### config.mk
export PLATFORM = sky130hd
export DESIGN_NAME = radio_link_supervisor
export DESIGN_NICKNAME = d
export VERILOG_FILES = /design/src/rtl/rls_pkg.sv /design/src/rtl/radio_link_supervisor.sv
export SDC_FILE = /design/constraint.sdc
export NUM_CORES = 1
export LEC_CHECK = 0
export BUFFER_PORTS_ARGS = -buffer_cell sky130_fd_sc_hd__buf_2
export CAP_MARGIN = 20
export CORE_UTILIZATION = 50
export CTS_CLUSTER_SIZE = 40
export DETAILED_ROUTE_END_ITERATION = 10
export GPL_ROUTABILITY_DRIVEN = 0
export PLACE_DENSITY = 0.68
export SKIP_LAST_GASP = 1
export SLEW_MARGIN = 20
export SYNTH_ARGS = -nofsm -noshare
export SYNTH_HDL_FRONTEND = slang
export SYNTH_SLANG_ARGS = --single-unit
### constraint.sdc
create_clock -name clk -period 5 [get_ports clk]
set_clock_uncertainty 0.1 [all_clocks]
set_input_delay 0.25 -clock clk [delete_from_list [all_inputs] [get_ports clk]]
set_output_delay 0.25 -clock clk [all_outputs]
set_load 0.01 [all_outputs]
### src/rtl/rls_pkg.sv
// ----------------------------------------------------------------------------
// Radio link supervisor package
// Shared request and result types, register indexes and reset values.
// ----------------------------------------------------------------------------
package rls_pkg;

  localparam int unsigned CfgIndexWidth = 3;
  localparam int unsigned CfgDataWidth  = 8;

  typedef logic [CfgIndexWidth-1:0] cfg_index_t;
  typedef logic [CfgDataWidth-1:0]  byte_t;

  localparam cfg_index_t REG_TIMEOUT_RELOAD     = 3'd0;
  localparam cfg_index_t REG_RESTART_COUNT      = 3'd1;
  localparam cfg_index_t REG_RESET_RELEASE_STEP = 3'd2;
  localparam cfg_index_t REG_INIT_STEP          = 3'd3;
  localparam cfg_index_t REG_ONLINE_AFTER       = 3'd4;
  localparam cfg_index_t REG_WRAP_STEP          = 3'd5;
  localparam cfg_index_t REG_LOST_AFTER         = 3'd6;

  localparam byte_t TIMEOUT_RELOAD_RST     = 8'h0f;
  localparam byte_t RESTART_COUNT_RST      = 8'h21;
  localparam byte_t RESET_RELEASE_STEP_RST = 8'd10;
  localparam byte_t INIT_STEP_RST          = 8'd20;
  localparam byte_t ONLINE_AFTER_RST       = 8'd25;
  localparam byte_t WRAP_STEP_RST          = 8'hf1;
  localparam byte_t LOST_AFTER_RST         = 8'd4;

  typedef struct packed {
    logic reply_seen;
    logic mode_pin;
    logic pin_change;
  } tick_req_t;

  typedef struct packed {
    logic  timeout_fired;
    logic  request_info;
    logic  config_pin;
    logic  radio_reset_pin;
    logic  init_strobe_a;
    logic  init_strobe_b;
    logic  link_online;
    logic  clear_pin_change;
    byte_t tick_count;
  } tick_rsp_t;

endpackage

### src/rtl/radio_link_supervisor.sv
// ----------------------------------------------------------------------------
// Radio link supervisor
// Each request is one timer tick. The block keeps the reply timeout, the
// forward/config pin, the radio restart sequence and the link online state,
// and returns one result per tick.
//
// Usage: a tick request (reply flag, mode pin, pin-change flag) is taken on
// in_valid and in_ready. Its result appears on out_data with out_valid in
// the next cycle and is held until out_ready takes it. While out_ready is
// high a new request can be taken in every cycle, so the sustained rate is
// one tick per cycle; the only storage between the two sides is the single
// result register, and a request is taken whenever that register is empty
// or is being emptied in the same cycle. When the receiver stalls, in_ready
// falls after one result is waiting and no state changes until it is taken.
// Configuration registers are written via cfg_write, cfg_index and cfg_data
// by the user only while no tick is in flight, unenforced by the block.
// An index beyond the list is ignored. Reset clears the result register and
// resets all state: reload 15, restart 33, radio reset released, offline.
// ----------------------------------------------------------------------------
module radio_link_supervisor (
  input  logic               clk,
  input  logic               rst,
  input  logic               in_valid,
  output logic               in_ready,
  input  rls_pkg::tick_req_t in_data,
  output logic               out_valid,
  input  logic               out_ready,
  output rls_pkg::tick_rsp_t out_data,
  input  logic               cfg_write,
  input  rls_pkg::cfg_index_t cfg_index,
  input  rls_pkg::byte_t     cfg_data
);
  import rls_pkg::*;

  byte_t timeout_reload;
  byte_t restart_count;
  byte_t reset_release_step;
  byte_t init_step;
  byte_t online_after;
  byte_t wrap_step;
  byte_t lost_after;

  byte_t timeout_left, timeout_left_next;
  byte_t radio_step, radio_step_next;
  byte_t active_run, active_run_next;
  byte_t ticks, ticks_next;
  logic  online_flag, online_flag_next;
  logic  forward_flag, forward_flag_next;
  logic  reset_level, reset_level_next;

  tick_rsp_t rsp_next;
  byte_t     step_inc;
  byte_t     run_inc;
  byte_t     countdown;
  logic      accept;

  assign in_ready = !out_valid || out_ready;
  assign accept   = in_valid && in_ready;

  always_ff @(posedge clk) begin
    if (rst) begin
      timeout_reload     <= TIMEOUT_RELOAD_RST;
      restart_count      <= RESTART_COUNT_RST;
      reset_release_step <= RESET_RELEASE_STEP_RST;
      init_step          <= INIT_STEP_RST;
      online_after       <= ONLINE_AFTER_RST;
      wrap_step          <= WRAP_STEP_RST;
      lost_after         <= LOST_AFTER_RST;
    end else if (cfg_write) begin
      unique case (cfg_index)
        REG_TIMEOUT_RELOAD:     timeout_reload     <= cfg_data;
        REG_RESTART_COUNT:      restart_count      <= cfg_data;
        REG_RESET_RELEASE_STEP: reset_release_step <= cfg_data;
        REG_INIT_STEP:          init_step          <= cfg_data;
        REG_ONLINE_AFTER:       online_after       <= cfg_data;
        REG_WRAP_STEP:          wrap_step          <= cfg_data;
        REG_LOST_AFTER:         lost_after         <= cfg_data;
        default: ;
      endcase
    end
  end

  always_comb begin
    rsp_next          = '0;
    ticks_next        = ticks + 8'd1;
    timeout_left_next = timeout_left;
    radio_step_next   = radio_step;
    active_run_next   = active_run;
    online_flag_next  = online_flag;
    forward_flag_next = forward_flag;
    reset_level_next  = reset_level;
    step_inc          = radio_step + 8'd1;
    run_inc           = active_run + 8'd1;

    countdown = (timeout_left != 8'd0) ? timeout_left - 8'd1 : 8'd0;
    timeout_left_next = countdown;
    if (countdown == 8'd0) begin
      rsp_next.timeout_fired = 1'b1;
      rsp_next.request_info  = 1'b1;
      timeout_left_next      = timeout_reload;
    end

    if (in_data.reply_seen) begin
      rsp_next.request_info = 1'b1;
      timeout_left_next     = timeout_reload;
      forward_flag_next     = !(forward_flag && online_flag);
    end

    if (!online_flag && !in_data.mode_pin) begin
      radio_step_next = step_inc;
      if (step_inc == 8'd1) begin
        reset_level_next = 1'b0;
      end else if (step_inc == reset_release_step) begin
        reset_level_next = 1'b1;
      end else if (step_inc == init_step) begin
        rsp_next.init_strobe_a = 1'b1;
      end else if (step_inc == init_step + 8'd1) begin
        rsp_next.init_strobe_b = 1'b1;
      end else if (step_inc == wrap_step) begin
        radio_step_next = 8'd0;
      end else if (in_data.pin_change) begin
        rsp_next.clear_pin_change = 1'b1;
        if (step_inc > online_after) begin
          online_flag_next = 1'b1;
        end
      end
    end else if (in_data.pin_change) begin
      active_run_next = run_inc;
      if (run_inc == lost_after) begin
        online_flag_next = 1'b0;
      end
      rsp_next.clear_pin_change = 1'b1;
      radio_step_next           = restart_count;
    end else begin
      active_run_next = 8'd0;
    end

    rsp_next.config_pin      = forward_flag_next;
    rsp_next.radio_reset_pin = reset_level_next;
    rsp_next.link_online     = online_flag_next;
    rsp_next.tick_count      = ticks_next;
  end

  always_ff @(posedge clk) begin
    if (rst) begin
      timeout_left <= TIMEOUT_RELOAD_RST;
      radio_step   <= RESTART_COUNT_RST;
      active_run   <= '0;
      ticks        <= '0;
      online_flag  <= 1'b0;
      forward_flag <= 1'b0;
      reset_level  <= 1'b1;
    end else if (accept) begin
      timeout_left <= timeout_left_next;
      radio_step   <= radio_step_next;
      active_run   <= active_run_next;
      ticks        <= ticks_next;
      online_flag  <= online_flag_next;
      forward_flag <= forward_flag_next;
      reset_level  <= reset_level_next;
    end
  end

  always_ff @(posedge clk) begin
    if (rst) begin
      out_valid <= 1'b0;
    end else if (accept) begin
      out_valid <= 1'b1;
    end else if (out_ready) begin
      out_valid <= 1'b0;
    end
  end

  always_ff @(posedge clk) begin
    if (accept) begin
      out_data <= rsp_next;
    end
  end

  // An accepted tick always leaves a result waiting in the next cycle.
  a_accept_gives_result: assert property (@(posedge clk) disable iff (rst)
    accept |=> out_valid)
    else $error("accepted tick produced no result");

  // The two init strobes come from adjacent steps and never share a tick.
  a_strobes_exclusive: assert property (@(posedge clk) disable iff (rst)
    out_valid |-> !(out_data.init_strobe_a && out_data.init_strobe_b))
    else $error("both init strobes raised on one tick");

  // A timeout always raises an info request.
  a_timeout_requests: assert property (@(posedge clk) disable iff (rst)
    out_valid && out_data.timeout_fired |-> out_data.request_info)
    else $error("timeout without info request");

  // Going online consumes pin activity on that same tick.
  a_online_on_activity: assert property (@(posedge clk) disable iff (rst)
    $rose(online_flag) |-> out_data.clear_pin_change)
    else $error("link went online without pin activity");

  // The result shown always matches the state kept for the next tick.
  a_result_tracks_state: assert property (@(posedge clk) disable iff (rst)
    out_valid |-> (out_data.link_online == online_flag)
                  && (out_data.tick_count == ticks)
                  && (out_data.config_pin == forward_flag))
    else $error("result register disagrees with supervisor state");

endmodule
==> results.md, run 1 <==
Status:
- The run finished with clean final reports.

Power:
- For this design the total switching power over the nets is 0.515 mW.
- The part of the power in registers is 0.491.
- Of the total power, the clock network draws 0.379.
- The reported leakage power is 2.52 nW.
- In this run the power density over the cells is between 300 and 400 mW/mm2.
- The total power consumption of the routed design is 1.93 mW.
- The portion of total power attributed to combinational logic is 0.130.
- The fraction of power spent switching nets is 0.266.
- The internal power contribution is roughly 1.4 mW.
- The highest ir drop seen on vdd is around 380 uV.

GRT:
- The largest net degree at the start of global routing is 70.
- The overall track demand over capacity in global routing is 0.246.
- The remaining global-route overflow is 0.
- The first global-routing pass estimated 23700 um of wire.
- The number of antenna violations at the first check in global routing came to 0.
- The via count of the first global-routing pass was 4586.

Clock network:
- TritonCTS built the clock tree.
- The buffer cell driving the clock tree root is clkbuf_16.
- The number of buffers on the longest clock path is 2.
- The number of buffers inserted to repair setup after CTS is 0.
- The number of buffers created by CTS is 9.
- The number of hold buffers added after CTS was 0.
- The clock tree synthesis step divided the H-tree into 3 levels.
- The number of gates resized after CTS is 0.
- The source-to-sink clock delay at the later pin of the worst-skew pair is 0.36 ns.
- The number of clock sinks seen by CTS is 108.
- After clock tree synthesis, the clock-pin slew on the worst setup and hold paths is 0.07 ns.

Worst setup path:
- The number of buffer and inverter stages on the critical path is 0.
- For the worst setup path, the data arrival time is 3.26 ns.
- The delay of the slowest cell on the worst path is ~0.75 ns.
- The signal on the critical path passes through nand3_1, o21ai_0, nand2_1, ha_1, a21oi_1, nor2b_1, o21ai_0, nand2b_1, o221ai_1, or4_4, a311oi_2.
- The worst setup path is launched from a flip-flop.
- For the worst setup path, the data required time is between 5 and 6 ns.
- The cell occurring most often along the worst timing path is o21ai_0.
- The worst setup path is captured at a flip-flop.
- The path type of the worst setup path is flip-flop to flip-flop.
- The critical path's slowest cell is dfxtp_1.
- Broken down by cell family, the worst path's largest delay share belongs to simple AND/OR/NAND/NOR gates.
- The highest fanout seen on the critical path is 12.

Synth:
- Of the synthesized area, sequential elements account for 0.395.
- Synthesis handed over a netlist of a little under 700 instances.
- Counting distinct cell types in the post-synthesis netlist gives 63.
- The most used flip-flop cell after synthesis is dfxtp_1.
- Synthesis inferred 108 register bits.
- The synthesized net count is 708.
- The average instance in the mapped netlist occupies between 8 and 9 um2.
- For this run, the number of Yosys warnings is 0.
- The synthesized design contains 16 enable-type register cells.
- Counting flops with an async set or reset pin after synthesis yields a share of 0.
- The synthesized netlist occupies a cell area of 0.00588 mm2.

STA:
- The relative max-transition margin is 0.522.
- The number of slew-limit violations in the final report is 0.
- For this run, the top clock speed supported by timing is 0.324 GHz.
- Summed over all failing endpoints, the final setup total negative slack is 0 ns.
- The transition time at the pin with the least slew margin is approximately 0.7 ns.
- Setup violations remaining at the end of the flow were counted as 0.
- The tightest hold path in the finished design has a slack of about 0.044 ns.
- Setup repair after global routing left no endpoint under its margin.
- The shortest period the worst path allows is 3.09 ns.
- The share of the clock period used by the worst path after layout is 0.617.
- The number of endpoints with negative hold slack in the final report is 0.

Finish:
- The final layout contains ~730 nets.
- In the final layout, the share of cells above drive strength 1 is 0.110.
- The number of antenna repair diodes is 0.
- Leaving out fill and tap cells, the most frequent cell in the layout is nand2_1.
- Summing all non-filler instances in the final layout gives an area of 0.00644 mm2.
- Leaving out fill and tap cells, the most frequent cells in the layout are nand2_1, dfxtp_1, nor2_1.
- Compared with the post-synthesis result, the final layout area differs by 9.44%.

Die:
- The die height is 110 um.
- The floorplan has 39 rows.
- The floorplan step set the die width to 110 um.
- 37 I/O pins were placed.
- The die covers 0.0122 mm2.
- The core region is approximately 0.011 mm2.
- For this configuration, the core starts out at a cell density of 0.515.

Route:
- The iteration-0 DRC count of the detailed router is 439.
- The first detailed-routing pass ran for 5 iterations.
- The wire length per cell is 17.5 um.
- The aggregate routed wire length is 14700 um.
- The vias per cell is between 5 and 6.
- The total number of vias is 4957.
- For this run, design rule violations remaining after detail routing come to 0.
- Once detail routing completed, the nets flagged for antenna violations numbered 0.

Place:
- The quantity of I/O buffers inserted on ports is 36.
- The detailed placement HPWL is 10400 um.
- The post-place instance area is approximately 0.006 mm2.

Hold path:
- The worst hold path class is input port to flip-flop.

Job:
- The tool flagged a number of max-cap violations equal to 0.
-- layer usage --
layer | share of wire | vias up | wire [um] | GRT usage
met5 | 0 | - | 0 | 0
li1 | - | 2404 | - | -
met4 | 0.015 | 0 | 218 | 0.0720
met3 | 0.069 | 25 | 1010 | 0.0664
met1 | 0.48 | 2346 | 7000 | 0.342
met2 | 0.44 | 182 | 6490 | 0.374
-- path summary, 6_finish.rpt --
| kind | startpoint | to | slack (ns) | cells past startpoint |
|---|---|---|---|---|
| min reg2reg | restart_count[7] | restart_count[7] | 0.36 | 2 |
| min | in_valid | out_valid | 0.04 | 3 |
| max | radio_step[3] | online_flag | 1.91 | 11 |
| max reg2reg | radio_step[3] | online_flag | 1.91 | 11 |
-- worst min-delay path, cell delays in order --
cell and delay (ns):
buf_2 0.11, inv_1 0.05, a21oi_1 0.05
-- power groups by stage --
stage / clock network, mW / logic, mW / registers (mW)
6_report: 0.733 / 0.251 / 0.949
3_5_place_dp: 0 / 0.246 / 0.967
3_3_place_gp: 0 / 0.240 / 0.966
4_1_cts: 0.748 / 0.248 / 0.948
5_1_grt: 0.790 / 0.274 / 0.952
2_1_floorplan: 0 / 0.184 / 0.955
-- synth_stat cells (all sizes together), types with 4 or more instances --
cell type / n / area, um2
edfxtp: 16 / 480
nor2b: 13 / 81.3
xnor3: 9 / 203
clkbuf: 20 / 75.1
a211o: 11 / 96.3
nand3: 20 / 105
o21ai: 18 / 90.1
and3: 13 / 86.3
buf: 12 / 86.3
nor2: 64 / 240
a211oi: 10 / 80.1
nand2: 113 / 429
inv: 20 / 75.1
dfxtp: 92 / 1840
a22oi: 4 / 30.0
nand2b: 8 / 50.1
nor4: 4 / 25.0
ha: 14 / 175
nor3b: 5 / 37.5
and2: 5 / 33.8
xor3: 4 / 95.1
mux2i: 13 / 130
xnor2: 21 / 203
nand3b: 14 / 105
a21oi: 52 / 260
nor3: 21 / 121
nand4: 11 / 75.1
xor2: 23 / 209
-- registers in the layout, indices dropped and copies added, names as in the netlist --
name / flops
active_run: 8
wrap_step: 8
out_data: 16
timeout_reload: 8
timeout_left: 8
online_after: 8
ticks: 8
radio_step: 8
reset_level: 1
lost_after: 8
out_valid: 1
init_step: 8
online_flag: 1
restart_count: 8
forward_flag: 1
reset_release_step: 8
-- kinds of logic (layout without fill, tap and decap cells) --
| logic type | after synthesis | after routing | share of synthesized area |
|---|---|---|---|
| AND/OR/NAND/NOR | 308 | 308 | 0.260 |
| AO/OA/AOI/OAI | 123 | 123 | 0.132 |
| multiplexers | 13 | 13 | 0.0221 |
| XOR/XNOR | 57 | 57 | 0.121 |
| adder cells (fa/ha/maj) | 14 | 14 | 0.0298 |
| buffers and inverters | 52 | 78 | 0.0402 |
| flip-flops | 108 | 108 | 0.395 |
-- cell type report --
type / instances / area, um2
Clock buffer: 11 / 275
Clock inverter: 5 / 37.5
Fill cell: 1049 / 4980
Inverter: 20 / 75.1
Multi-Input combinational cell: 515 / 3320
Sequential cell: 108 / 2320
Tap cell: 143 / 179
Timing Repair Buffer: 42 / 225
-- stage by stage --
step / util / std cells / worst slack, ns
after floorplan: - / 675 / 2.42
after global placement: 0.536 / 828 / 2.07
after detailed placement: 0.536 / 828 / 1.98
after CTS: 0.564 / 844 / 1.98
after global routing: 0.564 / 844 / 1.76
final: 0.564 / 844 / 1.91
Power figures use the tool's default switching activity.
==> run 2, diff against run 1 <==
PLACE_DENSITY = 0.7   (was 0.68)
clock period = 2.5 ns   (was 5 ns; I/O delays follow)
==> results.md, run 2 (synthesized netlist as in run 1, its figures left out) <==
Status:
- The flow ran to the end, but the final reports show violations.
- The final reports fail on setup timing.

Job:
- The number of maximum-capacitance constraint violations is 0 (unchanged).

Finish:
- The fill cell instance count of the final layout came to 931 (-11%).
- The register containing the most flip-flops in the final layout is out_data.
- The flip-flop count of the largest register, all copies and words added is 16 (unchanged).
- The post-layout instance count excluding filler cells is 916 (+8.5%).
- The commonest non-fill, non-tap cell in the layout is nand2_1.
- The fraction of final layout cells with drive strength greater than 1 is 0.237 (+0.127).
- Leaving out fill and tap cells, the most frequent cells in the layout are nand2_1, dfxtp_1, buf_4.
- Relative to the synthesized area, the layout overhead comes to 22.8%.
- The number of antenna repair diodes is 0 (unchanged).
- The final layout net count came to 801 (+9.9%).

STA:
- The worst setup margin is -0.0992 ns (-2.01 ns).
- The transition time at the pin with the least slew margin is 0.672 ns (-0.0446 ns).
- Setup repair after global routing could not meet its margin everywhere.
- The total setup violations reported at the end of the flow was 7 (+7).
- The number of endpoints with negative hold slack in the final report is 0 (unchanged).
- The number of slew-limit violations in the final report is 0 (unchanged).
- The shortest period the worst path allows is 2.60 ns (-0.487 ns).
- The relative max-transition margin is 0.552 (+0.0297).
- The share of the clock period used by the worst path after layout is 1.04 (+0.422).
- The fmax came to 0.385 GHz (+19%).

Hold path:
- The worst hold path stage count came to 3 (unchanged).
- The origin of the worst min-delay path is cfg_data[0].
- The destination of the worst hold path is reset_release_step[0].
- The worst hold path belongs to the class input port to flip-flop.

GRT:
- The number of antenna violations at the first check in global routing is 0 (unchanged).
- The via count of the first global-routing pass is 5195 (+13%).
- The overall track demand over capacity in global routing was 0.269 (+0.0233).
- The largest net degree at the start of global routing is 47 (-33%).
- The remaining global-route overflow was 0 (unchanged).
- The global-route wire length before repair was 26000 um (+9.6%).

Worst setup path:
- The capturing element type of the critical path is a flip-flop.
- The path type of the worst setup path is flip-flop to flip-flop.
- The critical path required time came to 2.68 ns (-2.49 ns).
- The highest fanout seen on the critical path is 4 (-8).
- The flop-to-flop setup slack is -0.1 ns (-2.01 ns).
- The count of cells along the worst register-to-register path is 9 (-2).
- The origin of the critical flop-to-flop path is radio_step[0].
- The kind of start point of the critical path is a flip-flop.
- The worst endpoint data arrival time is 2.77 ns (-0.49 ns).
- The capture point of the worst reg-to-reg path is online_flag.

Route:
- The aggregate routed wire length is 16000 um (+8.5%).
- The vias per cell is 5.76 (-2.0%).
- The post-detailed-route count of antenna-violating nets is 0 (unchanged).
- The number of DRC violations after detailed routing is 0 (unchanged).
- The iteration-0 DRC count of the detailed router is 333 (-24%).
- The first-pass iteration count of the detailed router is 5 (unchanged).
- The wire length per cell came to 17.4 um (about the same).
- The total number of vias is 5272 (+6.4%).

Power:
- The total power consumption of the routed design is 3.96 mW (+110%).
- The highest ir drop seen on vdd came to 451 uV (+19%).
- The reported leakage power was 2.90 nW (+15%).
- The power density of the placed cells is 548 mW/mm2 (+83%).

Clock network:
- The number of buffers on the longest clock path was 2 (unchanged).
- The number of buffers created by CTS is 9 (unchanged).
- The source-to-sink clock delay at the later pin of the worst-skew pair was 0.36 ns (about the same).
- The count of H-tree levels built during CTS was 3 (unchanged).
- CTS placed an instance of clkbuf_16 at the clock tree root.
- TritonCTS built the clock tree.
- The number of clock sinks seen by CTS came to 108 (unchanged).
- The clock-pin slew on the worst setup and hold paths is 0.08 ns (about the same).

Die:
- The die height came to 110 um (unchanged).
- The number of primary I/O pins is 37 (unchanged).
- The area of the core is 0.0114 mm2 (unchanged).
- The chip width came to 110 um (unchanged).
- The full die area is 0.0122 mm2 (unchanged).
- The standard-cell row count is 39 (unchanged).
- The effective utilization at floorplan was 0.515 (unchanged).

Place:
- The placement-stage worst setup slack is -0.263 ns (-2.25 ns).
- The quantity of I/O buffers inserted on ports came to 36 (unchanged).
- The detailed placement HPWL is 11200 um (+7.7%).
- The post-placement cell count is 882 (+6.5%).
run 2: cell types whose count changed in the layout (fill, tap and decap cells not counted), sizes merged:
cell / before / now
dlygate4sd3: 0 / 4
clkbuf: 11 / 9
inv: 22 / 25
buf: 42 / 109
clkinvlp: 2 / 1
or2: 3 / 4
run 2: report_power, final:
group | switching [mW] | internal [mW] | total, mW
sequential | 0.0568 | 1.83 | 1.88
combinational | 0.354 | 0.315 | 0.669
clock | 0.708 | 0.700 | 1.41
run 2: worst max-delay path by stage:
| stage | slack (ns) | from | endpoint | cells past startpoint |
|---|---|---|---|---|
| finish | -0.1 | radio_step[0] | online_flag | 9 |
| global placement | -0.10 | radio_step[0] | online_flag | 9 |
| detailed placement | -0.26 | radio_step[0] | online_flag | 10 |
| floorplan | -0.03 | radio_step[1] | online_flag | 11 |
| CTS | -0.04 | radio_step[1] | online_flag | 10 |
| global route | -0.17 | radio_step[1] | online_flag | 9 |
run 2: stage by stage:
step / hold WS [ns] / instance area [um2] / setup TNS [ns] / utilization
after global placement: 0.285 / 6580 / -0.346 / 0.576
final: 0.0152 / 7230 / -0.413 / 0.633
after detailed placement: 0.288 / 6580 / -1.37 / 0.576
after CTS: 0.0113 / 7120 / -0.0663 / 0.624
after floorplan: 0.143 / 5920 / -0.0258 / -
after global routing: 0.0262 / 7230 / -1.18 / 0.633
run 2: layer usage:
| metal | global-route usage | vias up | wire (um) | part of all wire |
|---|---|---|---|---|
| li1 | - | 2549 | - | - |
| met1 | 0.322 | 2518 | 6420 | 0.40 |
| met3 | 0.0406 | 41 | 957 | 0.060 |
| met2 | 0.477 | 164 | 8090 | 0.51 |
| met4 | 0.117 | 0 | 516 | 0.032 |
| met5 | 0 | - | 0 | 0 |
run 2: cell type report:
cell class                 count  area [um2]  share of cell area
clock inverter                 7        62.6             0.00866
timing repair buffer         113         797               0.110
inverter                      20        75.1              0.0104
tap                          143         179              0.0248
sequential                   108        2350               0.325
clock buffer                   9         225              0.0312
multi-input combinational    516        3540               0.490
run 2: repair_timing:
item / 4_1_cts / 5_1_grt
resized for setup: 36 / 18
hold endpoints to repair: 5 / 0
hold buffers: 4 / 0
endpoints found under the setup margin: 13 / 19
cloned: 1 / 0
setup buffers: 10 / 4
pin swaps: 18 / 7
run 2: worst max-delay path, cell delays in order (launching register included):
cell and delay, ns:
dfxtp_4 0.39, ha_4 0.18, and3_4 0.22, buf_4 0.13
xnor3_1 0.20, nor4b_2 0.18, nand4_1 0.16, nand3b_1 0.15
or4_4 0.57, a311oi_2 0.25
==> run 3, diff against run 2 <==
CORE_UTILIZATION = 40   (was 50)
PLACE_DENSITY = not set   (was 0.7)
==> results.md, run 3 (synthesized netlist as in run 1, its figures left out) <==
Status:
- The flow ran to the end, but the final reports show violations.
- The final reports fail on setup timing.

Clock network:
- The clock-pin slew on the worst setup and hold paths is 0.08 ns (about the same).
- The TritonCTS clock tree is built.
- The source-to-sink clock delay at the later pin of the worst-skew pair is 0.36 ns (about the same).
- The count of H-tree levels built during CTS is 3 (unchanged).
- The number of clock sinks seen by CTS is 108 (unchanged).
- The tree is rooted in a clkbuf_16.
- The number of buffers on the longest clock path was 2 (unchanged).
- The number of buffers created by CTS is 9 (unchanged).

Finish:
- The final layout net count is 803 (+0.25%).
- The flip-flop count of the largest register, all copies and words added is 16 (unchanged).
- The finished layout cell area is 0.00739 mm2 (+2.2%).
- The fraction of final layout cells with drive strength greater than 1 is 0.254 (+0.0175).
- The register containing the most flip-flops in the final layout is out_data.
- The post-synthesis to final-layout area growth is 25.6%.
- The number of antenna repair diodes is 0 (unchanged).
- Leaving out fill and tap cells, the most frequent cells in the layout are nand2_1, dfxtp_1, buf_4.
- The commonest non-fill, non-tap cell in the layout is nand2_1.

Worst setup path:
- The delay of the slowest cell on the worst path is 0.53 ns (-0.04 ns).
- The origin of the critical flop-to-flop path is radio_step[0].
- The flop-to-flop setup slack is -0.09 ns (about the same).
- The worst setup path is launched from a flip-flop.
- The worst endpoint data arrival time is 2.72 ns (-0.05 ns).
- The count of cells along the worst register-to-register path is 10 (+1).
- The endpoint identified for the worst register-to-register timing path is out_data[9].
- The highest fanout seen on the critical path was 4 (unchanged).
- The kind of cell with the highest combined delay along the critical path is simple AND/OR/NAND/NOR gates.
- The critical path required time is 2.63 ns (-0.05 ns).
- The worst setup path is captured at a flip-flop.
- The critical path's slowest cell is or4_4.
- The number of buffer and inverter stages on the critical path was 2 (+1).
- Among the stages of the critical path, the cell type that occurs most often is buf_4.
- The critical path goes through ha_4, and3_4, buf_4, xnor2_2, o21bai_1, a211oi_2, nor3_2, or4_4, buf_4, nand2_2.
- The logic depth of the worst setup path including buffers is 10 (+1).
- The path type of the worst setup path is flip-flop to flip-flop.

Place:
- The quantity of I/O buffers inserted on ports is 36 (unchanged).
- The detailed placement HPWL is 11700 um (+4.1%).
- The post-place instance area was 0.00666 mm2 (+1.2%).

Power:
- The total power consumption of the routed design was 4.00 mW (+0.98%).
- The highest ir drop seen on vdd is 487 uV (+7.9%).
- The part of the power in registers was 0.471 (-0.005).
- The power density of the placed cells came to 541 mW/mm2 (-1.2%).
- The switching component of the power is 1.15 mW (+2.6%).
- The reported leakage power is 2.93 nW (+0.77%).
- The portion of total power attributed to combinational logic is 0.170 (about the same).
- The fraction of power spent switching nets is 0.287 (+0.00447).
- The internal power contribution was 2.85 mW (+0.35%).
- The clock network fraction of total power was 0.359 (+0.004).

Job:
- The number of maximum-capacitance constraint violations is 0 (unchanged).

Die:
- The standard-cell row count was 43 (+10%).
- The area of the core came to 0.0141 mm2 (+23%).
- The effective utilization at floorplan came to 0.417 (-0.0979).
- The number of primary I/O pins was 37 (unchanged).
- The full die area is 0.0152 mm2 (+25%).
- The die height is 123 um (+12%).
- The chip width is 123 um (+12%).

GRT:
- The via count of the first global-routing pass is 4776 (-8.1%).
- The remaining global-route overflow is 0 (unchanged).
- The overall track demand over capacity in global routing came to 0.219 (-0.0503).
- The number of antenna violations at the first check in global routing is 0 (unchanged).
- The global-route wire length before repair is 25100 um (-3.6%).
- The largest net degree at the start of global routing is 41 (-13%).

Hold path:
- The worst hold path begins at cfg_data[1].
- The worst hold path stage count is 3 (unchanged).
- The path with the worst hold slack has its endpoint at wrap_step[1].
- The worst hold path class is input port to flip-flop.

Route:
- The vias per cell is 5.43 (-5.6%).
- The post-detailed-route count of antenna-violating nets came to 0 (unchanged).
- The iteration-0 DRC count of the detailed router came to 368 (+11%).
- The total number of vias came to 5190 (-1.6%).
- The first-pass iteration count of the detailed router is 6 (+1).
- The number of DRC violations after detailed routing is 0 (unchanged).
- The wire length per cell is 16.6 um (-4.6%).
- The aggregate routed wire length was 15900 um (-0.54%).

STA:
- The number of slew-limit violations in the final report came to 0 (unchanged).
- The final hold slack is 0.0101 ns (-0.00508 ns).
- The number of endpoints with negative hold slack in the final report came to 0 (unchanged).
- The fmax came to 0.386 GHz (+0.45%).
- The total negative slack is -0.239 ns (+0.174 ns).
- Setup repair after global routing could not meet its margin everywhere.
- The total setup violations reported at the end of the flow was 4 (-3).
- The relative max-transition margin is 0.568 (+0.0162).
- The shortest period the worst path allows came to 2.59 ns (-0.0117 ns).
- The transition time at the pin with the least slew margin is 0.646 ns (-0.0267 ns).
- The worst setup margin was -0.0875 ns (+0.0117 ns).
- The share of the clock period used by the worst path after layout is 1.03 (-0.00470).
==> run 3: cell count changes in the layout (fill, tap and decap cells not counted), sizes merged <==
cell / before / now
buf: 109 / 111
==> run 3: area by class of cell <==
class	instances	area, um2
fillers	1318	6710
clock inverters	7	65.1
clock buffers	9	225
flip-flops and latches	108	2340
repair buffers	115	800
multi-input cells	516	3660
well taps	180	225
inverters	20	75.1
==> run 3: worst max-delay path by stage <==
stage                  start          end  slack [ns]
4_1_cts        radio_step[0]  online_flag       -0.04
2_1_floorplan  radio_step[1]  online_flag       -0.03
3_3_place_gp   radio_step[0]  out_data[8]        -0.1
3_5_place_dp   radio_step[2]  online_flag       -0.22
6_report       radio_step[0]  out_data[9]       -0.09
5_1_grt        radio_step[3]  online_flag       -0.18
==> run 3: stage by stage <==
stage	cells	worst slack [ns]	utilization
finish	955	-0.0875	0.524
global route	955	-0.180	0.524
CTS	951	-0.0407	0.508
detailed placement	923	-0.218	0.472
global placement	923	-0.0985	0.472
floorplan	675	-0.0258	-
==> run 3: metal layers <==
metal | global-route usage | wire (um) | vias up
met5 | 0 | 0 | -
met3 | 0.0364 | 701 | 18
met4 | 0.0693 | 274 | 0
li1 | - | - | 2556
met1 | 0.321 | 7820 | 2480
met2 | 0.325 | 7100 | 136
==> run 3: worst register-to-register path, delay by kind of cell, from the launching register on <==
kind                       cells  cell delay, ns
and+or+nand+nor                4            0.90
AOI/OAI and AO/OA              2            0.43
DFF                            1            0.37
buffers and inverters          2            0.30
adders and majority gates      1            0.19
xor gates and xnor gates       1            0.15
==> run 3: repair_timing <==
item,CTS,global route
resized for setup,29,38
setup endpoints to repair,16,21
hold endpoints to repair,9,0
cloned,1,0
pin swaps,10,15
buffers inserted,7,4
hold buffers,4,0
==> run 3: power by group through the flow <==
stage          Clock [mW]  Sequential (mW)  Combinational, mW
3_5_place_dp            0             1.92              0.598
5_1_grt              1.53             1.89              0.744
4_1_cts              1.46             1.88              0.645
2_1_floorplan           0             1.91              0.373
3_3_place_gp            0             1.92              0.582
6_report             1.44             1.88              0.682
